File: src/rtl/core/swc_pkg.sv
// shared constants, command and status types for the swerve wheel command generator
`default_nettype none
package swc_pkg;

    // defaults for top level parameters
    localparam int NUM_WHEELS_DEF   = 4;
    localparam int CORDIC_STEPS_DEF = 16;

    // fixed wheel count of the register and input set
    localparam int MAX_WHEELS = 4;
    localparam int TABLE_LEN  = 24;
    localparam int ITER_W     = 5;
    localparam int CFG_IDX_W  = 4;
    localparam int CFG_DATA_W = 64;

    // register indexes
    localparam logic [CFG_IDX_W-1:0] REG_TIMEOUT   = 4'd0;
    localparam logic [CFG_IDX_W-1:0] REG_STEP_X    = 4'd1;
    localparam logic [CFG_IDX_W-1:0] REG_STEP_Y    = 4'd2;
    localparam logic [CFG_IDX_W-1:0] REG_STEP_TURN = 4'd3;
    localparam logic [CFG_IDX_W-1:0] REG_GEOM0     = 4'd4;
    localparam logic [CFG_IDX_W-1:0] REG_GEOM1     = 4'd5;
    localparam logic [CFG_IDX_W-1:0] REG_GEOM2     = 4'd6;
    localparam logic [CFG_IDX_W-1:0] REG_GEOM3     = 4'd7;

    // angle constants
    localparam logic signed [23:0] PI_Q12      = 24'sd12868;
    localparam logic signed [23:0] HALF_PI_Q12 = 24'sd6434;
    localparam logic signed [23:0] TWO_PI_Q12  = 24'sd25736;
    localparam logic signed [23:0] WRAP_BIG    = 24'sd411776;
    localparam logic signed [23:0] WRAP_BIG_TH = 24'sd398908;
    localparam logic signed [35:0] PI_Q24      = 36'sd52707179;
    localparam logic signed [35:0] INV_GAIN    = 36'sd652032874;

    // datapath operation codes
    localparam logic [3:0] OP_IDLE   = 4'd0;
    localparam logic [3:0] OP_LOAD   = 4'd1;
    localparam logic [3:0] OP_MUL_PY = 4'd2;
    localparam logic [3:0] OP_MUL_PX = 4'd3;
    localparam logic [3:0] OP_SQ_X   = 4'd4;
    localparam logic [3:0] OP_SQ_Y   = 4'd5;
    localparam logic [3:0] OP_START  = 4'd6;
    localparam logic [3:0] OP_RUN    = 4'd7;
    localparam logic [3:0] OP_ANGLE  = 4'd8;
    localparam logic [3:0] OP_WRAP   = 4'd9;
    localparam logic [3:0] OP_FLIP   = 4'd10;
    localparam logic [3:0] OP_COS    = 4'd11;
    localparam logic [3:0] OP_MUL_M  = 4'd12;
    localparam logic [3:0] OP_MUL_R  = 4'd13;
    localparam logic [3:0] OP_EMIT   = 4'd14;

    typedef struct packed {
        logic [3:0] op;
        logic [1:0] widx;
        logic       last;
    } swc_cmd_t;

    typedef struct packed {
        logic cordic_done;
        logic sqrt_done;
        logic wrap_ok;
        logic out_free;
    } swc_sts_t;

    // arctangent table, Q.24
    function automatic logic signed [31:0] atan_q24(input logic [ITER_W-1:0] i);
        logic signed [31:0] v;
        case (i)
            5'd0:  v = 32'sd13176795;
            5'd1:  v = 32'sd7778716;
            5'd2:  v = 32'sd4110060;
            5'd3:  v = 32'sd2086331;
            5'd4:  v = 32'sd1047214;
            5'd5:  v = 32'sd524117;
            5'd6:  v = 32'sd262123;
            5'd7:  v = 32'sd131069;
            5'd8:  v = 32'sd65536;
            5'd9:  v = 32'sd32768;
            5'd10: v = 32'sd16384;
            5'd11: v = 32'sd8192;
            5'd12: v = 32'sd4096;
            5'd13: v = 32'sd2048;
            5'd14: v = 32'sd1024;
            5'd15: v = 32'sd512;
            5'd16: v = 32'sd256;
            5'd17: v = 32'sd128;
            5'd18: v = 32'sd64;
            5'd19: v = 32'sd32;
            5'd20: v = 32'sd16;
            5'd21: v = 32'sd8;
            5'd22: v = 32'sd4;
            5'd23: v = 32'sd2;
            default: v = 32'sd0;
        endcase
        return v;
    endfunction

endpackage
`default_nettype wire

File: src/rtl/core/swc_ctrl.sv
// sequencer that steps the datapath through each wheel of a tick
`default_nettype none
module swc_ctrl #(
    parameter int NUM_WHEELS = swc_pkg::NUM_WHEELS_DEF
) (
    input  wire logic             clk,
    input  wire logic             rst_n,
    input  wire logic             in_valid,
    output logic                  in_stall,
    input  wire swc_pkg::swc_sts_t sts,
    output swc_pkg::swc_cmd_t     cmd
);

    localparam int USED = (NUM_WHEELS < swc_pkg::MAX_WHEELS) ? NUM_WHEELS : swc_pkg::MAX_WHEELS;
    localparam logic [1:0] LAST_IDX = 2'(USED - 1);

    localparam logic [3:0] S_IDLE  = 4'd0;
    localparam logic [3:0] S_MY    = 4'd1;
    localparam logic [3:0] S_MX    = 4'd2;
    localparam logic [3:0] S_WY    = 4'd3;
    localparam logic [3:0] S_SQY   = 4'd4;
    localparam logic [3:0] S_START = 4'd5;
    localparam logic [3:0] S_RUN   = 4'd6;
    localparam logic [3:0] S_ANGLE = 4'd7;
    localparam logic [3:0] S_WRAP  = 4'd8;
    localparam logic [3:0] S_FLIP  = 4'd9;
    localparam logic [3:0] S_COS   = 4'd10;
    localparam logic [3:0] S_CVAL  = 4'd11;
    localparam logic [3:0] S_MULM  = 4'd12;
    localparam logic [3:0] S_MULR  = 4'd13;
    localparam logic [3:0] S_EMIT  = 4'd14;

    logic [3:0] state_reg, state_next;
    logic [1:0] widx_reg, widx_next;
    logic [3:0] op;

    // next state and command
    always_comb
    begin
        state_next = state_reg;
        widx_next  = widx_reg;
        op         = swc_pkg::OP_IDLE;
        case (state_reg)
            S_IDLE:
            begin
                if (in_valid)
                begin
                    op         = swc_pkg::OP_LOAD;
                    widx_next  = 2'd0;
                    state_next = S_MY;
                end
            end
            S_MY:    begin op = swc_pkg::OP_MUL_PY; state_next = S_MX;    end
            S_MX:    begin op = swc_pkg::OP_MUL_PX; state_next = S_WY;    end
            S_WY:    begin op = swc_pkg::OP_SQ_X;   state_next = S_SQY;   end
            S_SQY:   begin op = swc_pkg::OP_SQ_Y;   state_next = S_START; end
            S_START: begin op = swc_pkg::OP_START;  state_next = S_RUN;   end
            S_RUN:
            begin
                op = swc_pkg::OP_RUN;
                if (sts.cordic_done && sts.sqrt_done)
                begin
                    state_next = S_ANGLE;
                end
            end
            S_ANGLE: begin op = swc_pkg::OP_ANGLE;  state_next = S_WRAP;  end
            S_WRAP:
            begin
                op = swc_pkg::OP_WRAP;
                if (sts.wrap_ok)
                begin
                    state_next = S_FLIP;
                end
            end
            S_FLIP:  begin op = swc_pkg::OP_FLIP;   state_next = S_COS;   end
            S_COS:
            begin
                op = swc_pkg::OP_RUN;
                if (sts.cordic_done)
                begin
                    state_next = S_CVAL;
                end
            end
            S_CVAL:  begin op = swc_pkg::OP_COS;    state_next = S_MULM;  end
            S_MULM:  begin op = swc_pkg::OP_MUL_M;  state_next = S_MULR;  end
            S_MULR:  begin op = swc_pkg::OP_MUL_R;  state_next = S_EMIT;  end
            S_EMIT:
            begin
                op = swc_pkg::OP_EMIT;
                if (sts.out_free)
                begin
                    if (widx_reg == LAST_IDX)
                    begin
                        state_next = S_IDLE;
                    end
                    else
                    begin
                        widx_next  = widx_reg + 2'd1;
                        state_next = S_MY;
                    end
                end
            end
            default: state_next = S_IDLE;
        endcase
    end

    // state registers
    always_ff @(posedge clk or negedge rst_n)
    begin
        if (!rst_n)
        begin
            state_reg <= S_IDLE;
            widx_reg  <= 2'd0;
        end
        else
        begin
            state_reg <= state_next;
            widx_reg  <= widx_next;
        end
    end

    assign in_stall = (state_reg != S_IDLE);
    assign cmd.op   = op;
    assign cmd.widx = widx_reg;
    assign cmd.last = (widx_reg == LAST_IDX);

endmodule
`default_nettype wire

File: config.mk
export PLATFORM = sky130hd
export DESIGN_NAME = swc_ctrl
export DESIGN_NICKNAME = d
export VERILOG_FILES = /design/src/rtl/core/swc_pkg.sv /design/src/rtl/core/swc_ctrl.sv
export SDC_FILE = /design/constraint.sdc
export NUM_CORES = 1
export LEC_CHECK = 0
export BUFFER_PORTS_ARGS = -buffer_cell sky130_fd_sc_hd__buf_2
export CORE_AREA = 2 2 39 41
export CTS_CLUSTER_DIAMETER = 40
export CTS_CLUSTER_SIZE = 10
export DETAILED_ROUTE_END_ITERATION = 7
export DIE_AREA = 0 0 41 43
export SETUP_SLACK_MARGIN = 0.15
export SKIP_LAST_GASP = 1
export SYNTH_ARGS = -nofsm -noshare
export SYNTH_HDL_FRONTEND = slang
export SYNTH_SLANG_ARGS = --single-unit
File: constraint.sdc
create_clock -name clk -period 2.1 [get_ports clk]
set_input_delay 0.105 -clock clk [delete_from_list [all_inputs] [get_ports clk]]
set_output_delay 0.105 -clock clk [all_outputs]
set_load 0.05 [all_outputs]
# [Word level (Yosys, flattened, before mapping)]
# Cells that the tools add are included.
[op_classes] addsub=1 n_eq_ne=21 mux=13 reduce_logical=7
[op_table] cell="$pmux 4 s15" n=1
[op_table] cell="$pmux 4 s14" n=1
[op_table] cell="$eq 4x4->1 const B" n=7
[op_table] cell="$mux 4" n=5
[op_table] cell="$eq 4x3->1 const B" n=4
[op_table] cell="$ne 2x2->1 const B" n=6
[op_table] cell="$eq 4x2->1 const B" n=2
[op_table] cell="$mux 2" n=3
[op_table] cell="$reduce_and 5->1" n=1
[op_table] cell="$eq 4x1->1 const B" n=1
[op_table] cell="$logic_not 4->1" n=1
[op_table] cell="$pmux 2 s2" n=1
[op_table] cell="$reduce_and 4->1" n=1
[op_table] cell="$reduce_bool 4->1" n=1
[op_table] cell="$add 2x1->2 const B" n=1
[op_table] cell="$eq 2x2->1 const B" n=1
[op_table] cell="$mux 1" n=2
[op_table] cell="$reduce_bool 2->1" n=1
[op_table] cell="$reduce_or 2->1" n=1
[op_table] cell="$logic_and 1x1->1" n=1
[word_totals] regBits=6 input_bits=7 output_inout_bits=8 elab_cells=44

# [Depth between registers and ports, before layout]
[logic_depth] ltp_word=4 ltp_mapped=5 depth_no_buf=5

# [Least setup slack after synthesis]
# OpenSTA, ideal clock, no wires.
[synth_timing] kind="register to register" startpoint="register widx_reg[0]" endpoint="register widx_reg[0]" setup_ns=0.125 t_arrival_ns=1.780 required_time_ns=1.975 path_slack_ns=0.195 stages_incl_launch_ff=6 n_path_buf=0 path_cell_list="dfrtp_1 -> ha_1 -> nor2_1 -> nand4_1 -> a21o_1 -> mux2_2"
[synth_lines] element="from (decl)" line="swc_ctrl.sv:34" source="logic [1:0] widx_reg, widx_next;"
[synth_lines] element="from (signal assigned)" line="swc_ctrl.sv:118" source="widx_reg <= widx_next;"

==> impl_metrics.xml <==
<?xml version="1.0" encoding="UTF-8"?>
<metrics>
  <group name="outcome">
    <metric name="outcome" unit="">finished clean</metric>
  </group>
  <group name="drt">
    <metric name="drt_pass1_iterations" unit="">4</metric>
    <metric name="route.layer.met1.wl" unit="µm">508</metric>
    <metric name="detail_route.iter0.violations" unit="">10</metric>
    <metric name="drt-wirelength-per-cell" unit="µm">11.7</metric>
    <metric name="via_count" unit="">490</metric>
    <metric name="antenna_violating_nets_post_route" unit="">0</metric>
    <metric name="route.detailed.vias_per_inst" unit="">5.33</metric>
    <metric name="total_length_of_routed_met3_wires" unit="µm">47</metric>
    <metric name="route.final.wire_length" unit="µm">1080</metric>
    <metric name="post-route-drc-count" unit="">0</metric>
    <metric name="routed.top_layer" unit="">met4</metric>
    <metric name="met2WireLength" unit="µm">514</metric>
  </group>
  <group name="logic_synthesis">
    <metric name="postSynthCellCount" unit="">60</metric>
    <metric name="number_of_unique_standard_cell_types_used_by_synthesis" unit="">30</metric>
    <metric name="ys.warnings.count" unit="">0</metric>
    <metric name="cell_with_the_most_instances_after_synthesis" unit="">sky130_fd_sc_hd__a21oi_1</metric>
    <metric name="synth_xor_area_share" unit="%">1.77</metric>
    <metric name="synth.ff_latch_count" unit="">6</metric>
    <metric name="synth_largest_type_area_fraction" unit="%">30.4</metric>
    <metric name="mappedNetlistNets" unit="">68</metric>
    <metric name="asyncSetResetFlopFracSynth" unit="%">100</metric>
    <metric name="synth.yosys.seq_area_share" unit="%">30.4</metric>
    <metric name="synth-edff-count" unit="">0</metric>
    <metric name="post_synth_and_or_nand_nor_area_fraction" unit="%">19.0</metric>
    <metric name="synth_flop_cell" unit="">sky130_fd_sc_hd__dfrtp_1</metric>
    <metric name="synth-adder-area-share" unit="%">2.53</metric>
    <metric name="yosys.area.top_type" unit="">sky130_fd_sc_hd__dfrtp_1</metric>
    <metric name="syn-cell-area" unit="µm²">494</metric>
    <metric name="netlist_top_cells_area" unit="">sky130_fd_sc_hd__dfrtp_1, sky130_fd_sc_hd__a21oi_1, sky130_fd_sc_hd__o21ai_0, sky130_fd_sc_hd__mux2_2, sky130_fd_sc_hd__nor2_1</metric>
    <metric name="postSynthAreaPerCell" unit="µm²">8.24</metric>
    <metric name="synth_top_family_by_area" unit="">compound AO/OA/AOI/OAI gates</metric>
    <metric name="synth.top_cells.by_count" unit="">sky130_fd_sc_hd__a21oi_1, sky130_fd_sc_hd__dfrtp_1, sky130_fd_sc_hd__o21ai_0</metric>
    <metric name="synth_compound_gate_area_share" unit="%">33.7</metric>
    <metric name="synthMuxAreaShare" unit="%">4.56</metric>
  </group>
  <group name="clocking">
    <metric name="postCtsSetupRepairBufs" unit="">0</metric>
    <metric name="cts_num_sinks" unit="">6</metric>
    <metric name="cts.reportedPaths.clkPinSlew" unit="ns">0.04</metric>
    <metric name="cts_buffer_depth" unit="">2</metric>
    <metric name="tritoncts" unit="">built</metric>
    <metric name="cts_buffers" unit="">3</metric>
    <metric name="cts_htree_levels" unit="">1</metric>
    <metric name="worst_skew_pair.late_latency" unit="ns">0.24</metric>
    <metric name="root_buf_cell" unit="">sky130_fd_sc_hd__clkbuf_4</metric>
  </group>
  <group name="worst_setup_path">
    <metric name="worstSetupEndpointType" unit="">output port</metric>
    <metric name="timing.critical_path.arrival" unit="ns">1.56</metric>
    <metric name="critical-path-slowest-cell" unit="">sky130_fd_sc_hd__dfrtp_1</metric>
    <metric name="critPathBufInv" unit="">2</metric>
    <metric name="worst_setup_path_start_kind" unit="">flop</metric>
    <metric name="path_cells" unit="">buf_4 &gt; mux2_2 &gt; a21oi_1 &gt; buf_2</metric>
    <metric name="critical_path.top_delay_family" unit="">buffers and inverters</metric>
    <metric name="cpPeakStageDelay" unit="ns">0.36</metric>
    <metric name="critical_path_peak_fanout" unit="">16</metric>
    <metric name="worstSetupPathType" unit="">flop to output port</metric>
    <metric name="required" unit="ns">2.00</metric>
  </group>
  <group name="timing">
    <metric name="report.final.hold_viol_count" unit="">0</metric>
    <metric name="finalClockSkew" unit="ns">0.000416</metric>
    <metric name="relSlewSlack" unit="%">74.4</metric>
    <metric name="tightestPinTransition" unit="ns">0.384</metric>
    <metric name="post-route-period-util" unit="%">79.3</metric>
    <metric name="total_negative_setup_slacks" unit="ns">0</metric>
    <metric name="timing.final.max_slew_violations" unit="">0</metric>
    <metric name="finalSetupViolations" unit="">0</metric>
    <metric name="fmaxAchievable" unit="GHz">0.600</metric>
    <metric name="layout_min_cycle_time" unit="ns">1.67</metric>
    <metric name="rsz0062_at_grt" unit="">no</metric>
  </group>
  <group name="floorplanning">
    <metric name="die_height" unit="µm">43</metric>
    <metric name="die-area" unit="µm²">1760</metric>
    <metric name="core" unit="µm²">1380</metric>
    <metric name="width_of_the_die" unit="µm">41</metric>
    <metric name="i_o_pin_cnt" unit="">15</metric>
    <metric name="initial_core_util" unit="%">35.7</metric>
    <metric name="fp-row-count" unit="">14</metric>
  </group>
  <group name="cells_and_area">
    <metric name="post_route_cells_drive_above_1_share" unit="%">32.9</metric>
    <metric name="final_design_area_no_fill" unit="µm²">611</metric>
    <metric name="n_fill_cell" unit="">135</metric>
    <metric name="diodes" unit="">0</metric>
    <metric name="layout-area-overhead-vs-synth" unit="%">23.5</metric>
    <metric name="nets" unit="">86</metric>
    <metric name="largest_register_ff_count" unit="">4</metric>
  </group>
  <group name="grt">
    <metric name="grt_first_pass_wirelength" unit="µm">1790</metric>
    <metric name="grt_start_max_net_pins" unit="">17</metric>
    <metric name="grtUsageTotal" unit="%">15.4</metric>
    <metric name="number_of_global_route_vias_before_repair" unit="">397</metric>
    <metric name="number_of_antenna_violations_at_the_first_check_in_global_routing" unit="">0</metric>
    <metric name="globalRouteOverflowTotal" unit="">0</metric>
  </group>
  <group name="job">
    <metric name="cap_viol_max_count" unit="">0</metric>
  </group>
  <group name="placement">
    <metric name="number_of_input_and_output_port_buffers_inserted" unit="">14</metric>
    <metric name="dpl-instance-area" unit="µm²">578</metric>
    <metric name="dpl.hpwl" unit="µm">825</metric>
    <metric name="gpl.final_weighted_congestion" unit="">0.730</metric>
  </group>
  <group name="worst_hold_path">
    <metric name="worst_min_delay_path_category" unit="">input port to async pin</metric>
  </group>
</metrics>
-- cells in the final DEF (no fill, tap or decap) --
cell type                       Yosys  routed
sky130_fd_sc_hd__buf_2              2      14
sky130_fd_sc_hd__a21oi_1            9       9
sky130_fd_sc_hd__o21ai_0            6       6
sky130_fd_sc_hd__dfrtp_1            6       6
sky130_fd_sc_hd__nor2_1             5       5
sky130_fd_sc_hd__inv_1              3       3
sky130_fd_sc_hd__clkbuf_4           0       3
sky130_fd_sc_hd__buf_4              0       3
sky130_fd_sc_hd__mux2_2             2       2
sky130_fd_sc_hd__nand2_1            2       2
sky130_fd_sc_hd__nand3_1            2       2
sky130_fd_sc_hd__a22o_1             2       2
sky130_fd_sc_hd__a31oi_1            1       1
sky130_fd_sc_hd__or3_1              1       1
sky130_fd_sc_hd__nor2b_1            1       1
sky130_fd_sc_hd__xor2_1             1       1
sky130_fd_sc_hd__nor3b_1            1       1
sky130_fd_sc_hd__a32o_1             1       1
sky130_fd_sc_hd__or4_4              1       1
sky130_fd_sc_hd__nand4b_1           1       1
sky130_fd_sc_hd__a21oi_4            1       1
sky130_fd_sc_hd__a211oi_1           1       1
sky130_fd_sc_hd__a2bb2oi_1          1       1
sky130_fd_sc_hd__nand4_1            1       1
sky130_fd_sc_hd__nor2_2             1       1
sky130_fd_sc_hd__a21o_1             1       1
sky130_fd_sc_hd__nor3_1             1       1
sky130_fd_sc_hd__o211a_1            1       1
sky130_fd_sc_hd__o31ai_1            1       1
sky130_fd_sc_hd__ha_1               1       1
sky130_fd_sc_hd__dlygate4sd3_1      0       1
-- layout make-up --
| type | instances | area [µm²] | share of cell area (%) |
|---|---|---|---|
| multi-input cells | 46 | 304 | 49.8 |
| flip-flops and latches | 6 | 150 | 24.6 |
| repair buffers | 18 | 103 | 16.8 |
| clock buffers | 3 | 22.5 | 3.69 |
| well taps | 16 | 20.0 | 3.28 |
| inverters | 3 | 11.3 | 1.84 |
-- metal layers --
layer  vias to the layer above  GRT usage [%]
met2                        14           19.7
li1                        253              -
met5                         -              0
met4                         0           12.0
met3                         2           3.14
met1                       221           21.7
-- logic make-up after synthesis --
kind of cell | Yosys count
compound gates | 25
xor+xnor | 1
flops | 6
simple gates | 17
fa+ha+maj | 1
buf+inv | 8
mux | 2
-- worst paths after layout --
path / startpoint / endpoint / cells past startpoint / slack, ns
worst max-delay path: state_reg[3]$_DFFE_PN0P_ / cmd[4] / 4 / 0.43
worst min-delay path: rst_n / widx_reg[1]$_DFFE_PN0P_ / 2 / 0.21
worst max register to register: state_reg[1]$_DFFE_PN0P_ / widx_reg[0]$_DFFE_PN0P_ / 4 / 0.54
worst min register to register: widx_reg[1]$_DFFE_PN0P_ / widx_reg[1]$_DFFE_PN0P_ / 1 / 0.54
max in group asynchronous: rst_n / state_reg[2]$_DFFE_PN0P_ / 2 / 1.76
min in group clk: sts[2] / state_reg[3]$_DFFE_PN0P_ / 4 / 0.27
-- what timing repair did --
action                                  in CTS  in global routing
endpoints found under the hold margin        6                  0
hold buffers                                 1                  0
resized for setup                            0                  0
endpoints found under the setup margin       0                  0
-- metrics by stage --
step | util [%] | setup WS [ns] | hold WS [ns] | std cells
after floorplan | - | 0.195 | -0.191 | 60
after global placement | 41.8 | 0.541 | -0.0641 | 88
after detailed placement | 41.8 | 0.548 | -0.0658 | 88
after CTS | 44.1 | 0.421 | 0.207 | 92
after global routing | 44.1 | 0.339 | 0.216 | 92
final | 44.1 | 0.434 | 0.206 | 92
Power is left out: the tool's default activity adds up to more than one toggle a clock period on the data nets, which glitch-free logic cannot reach.
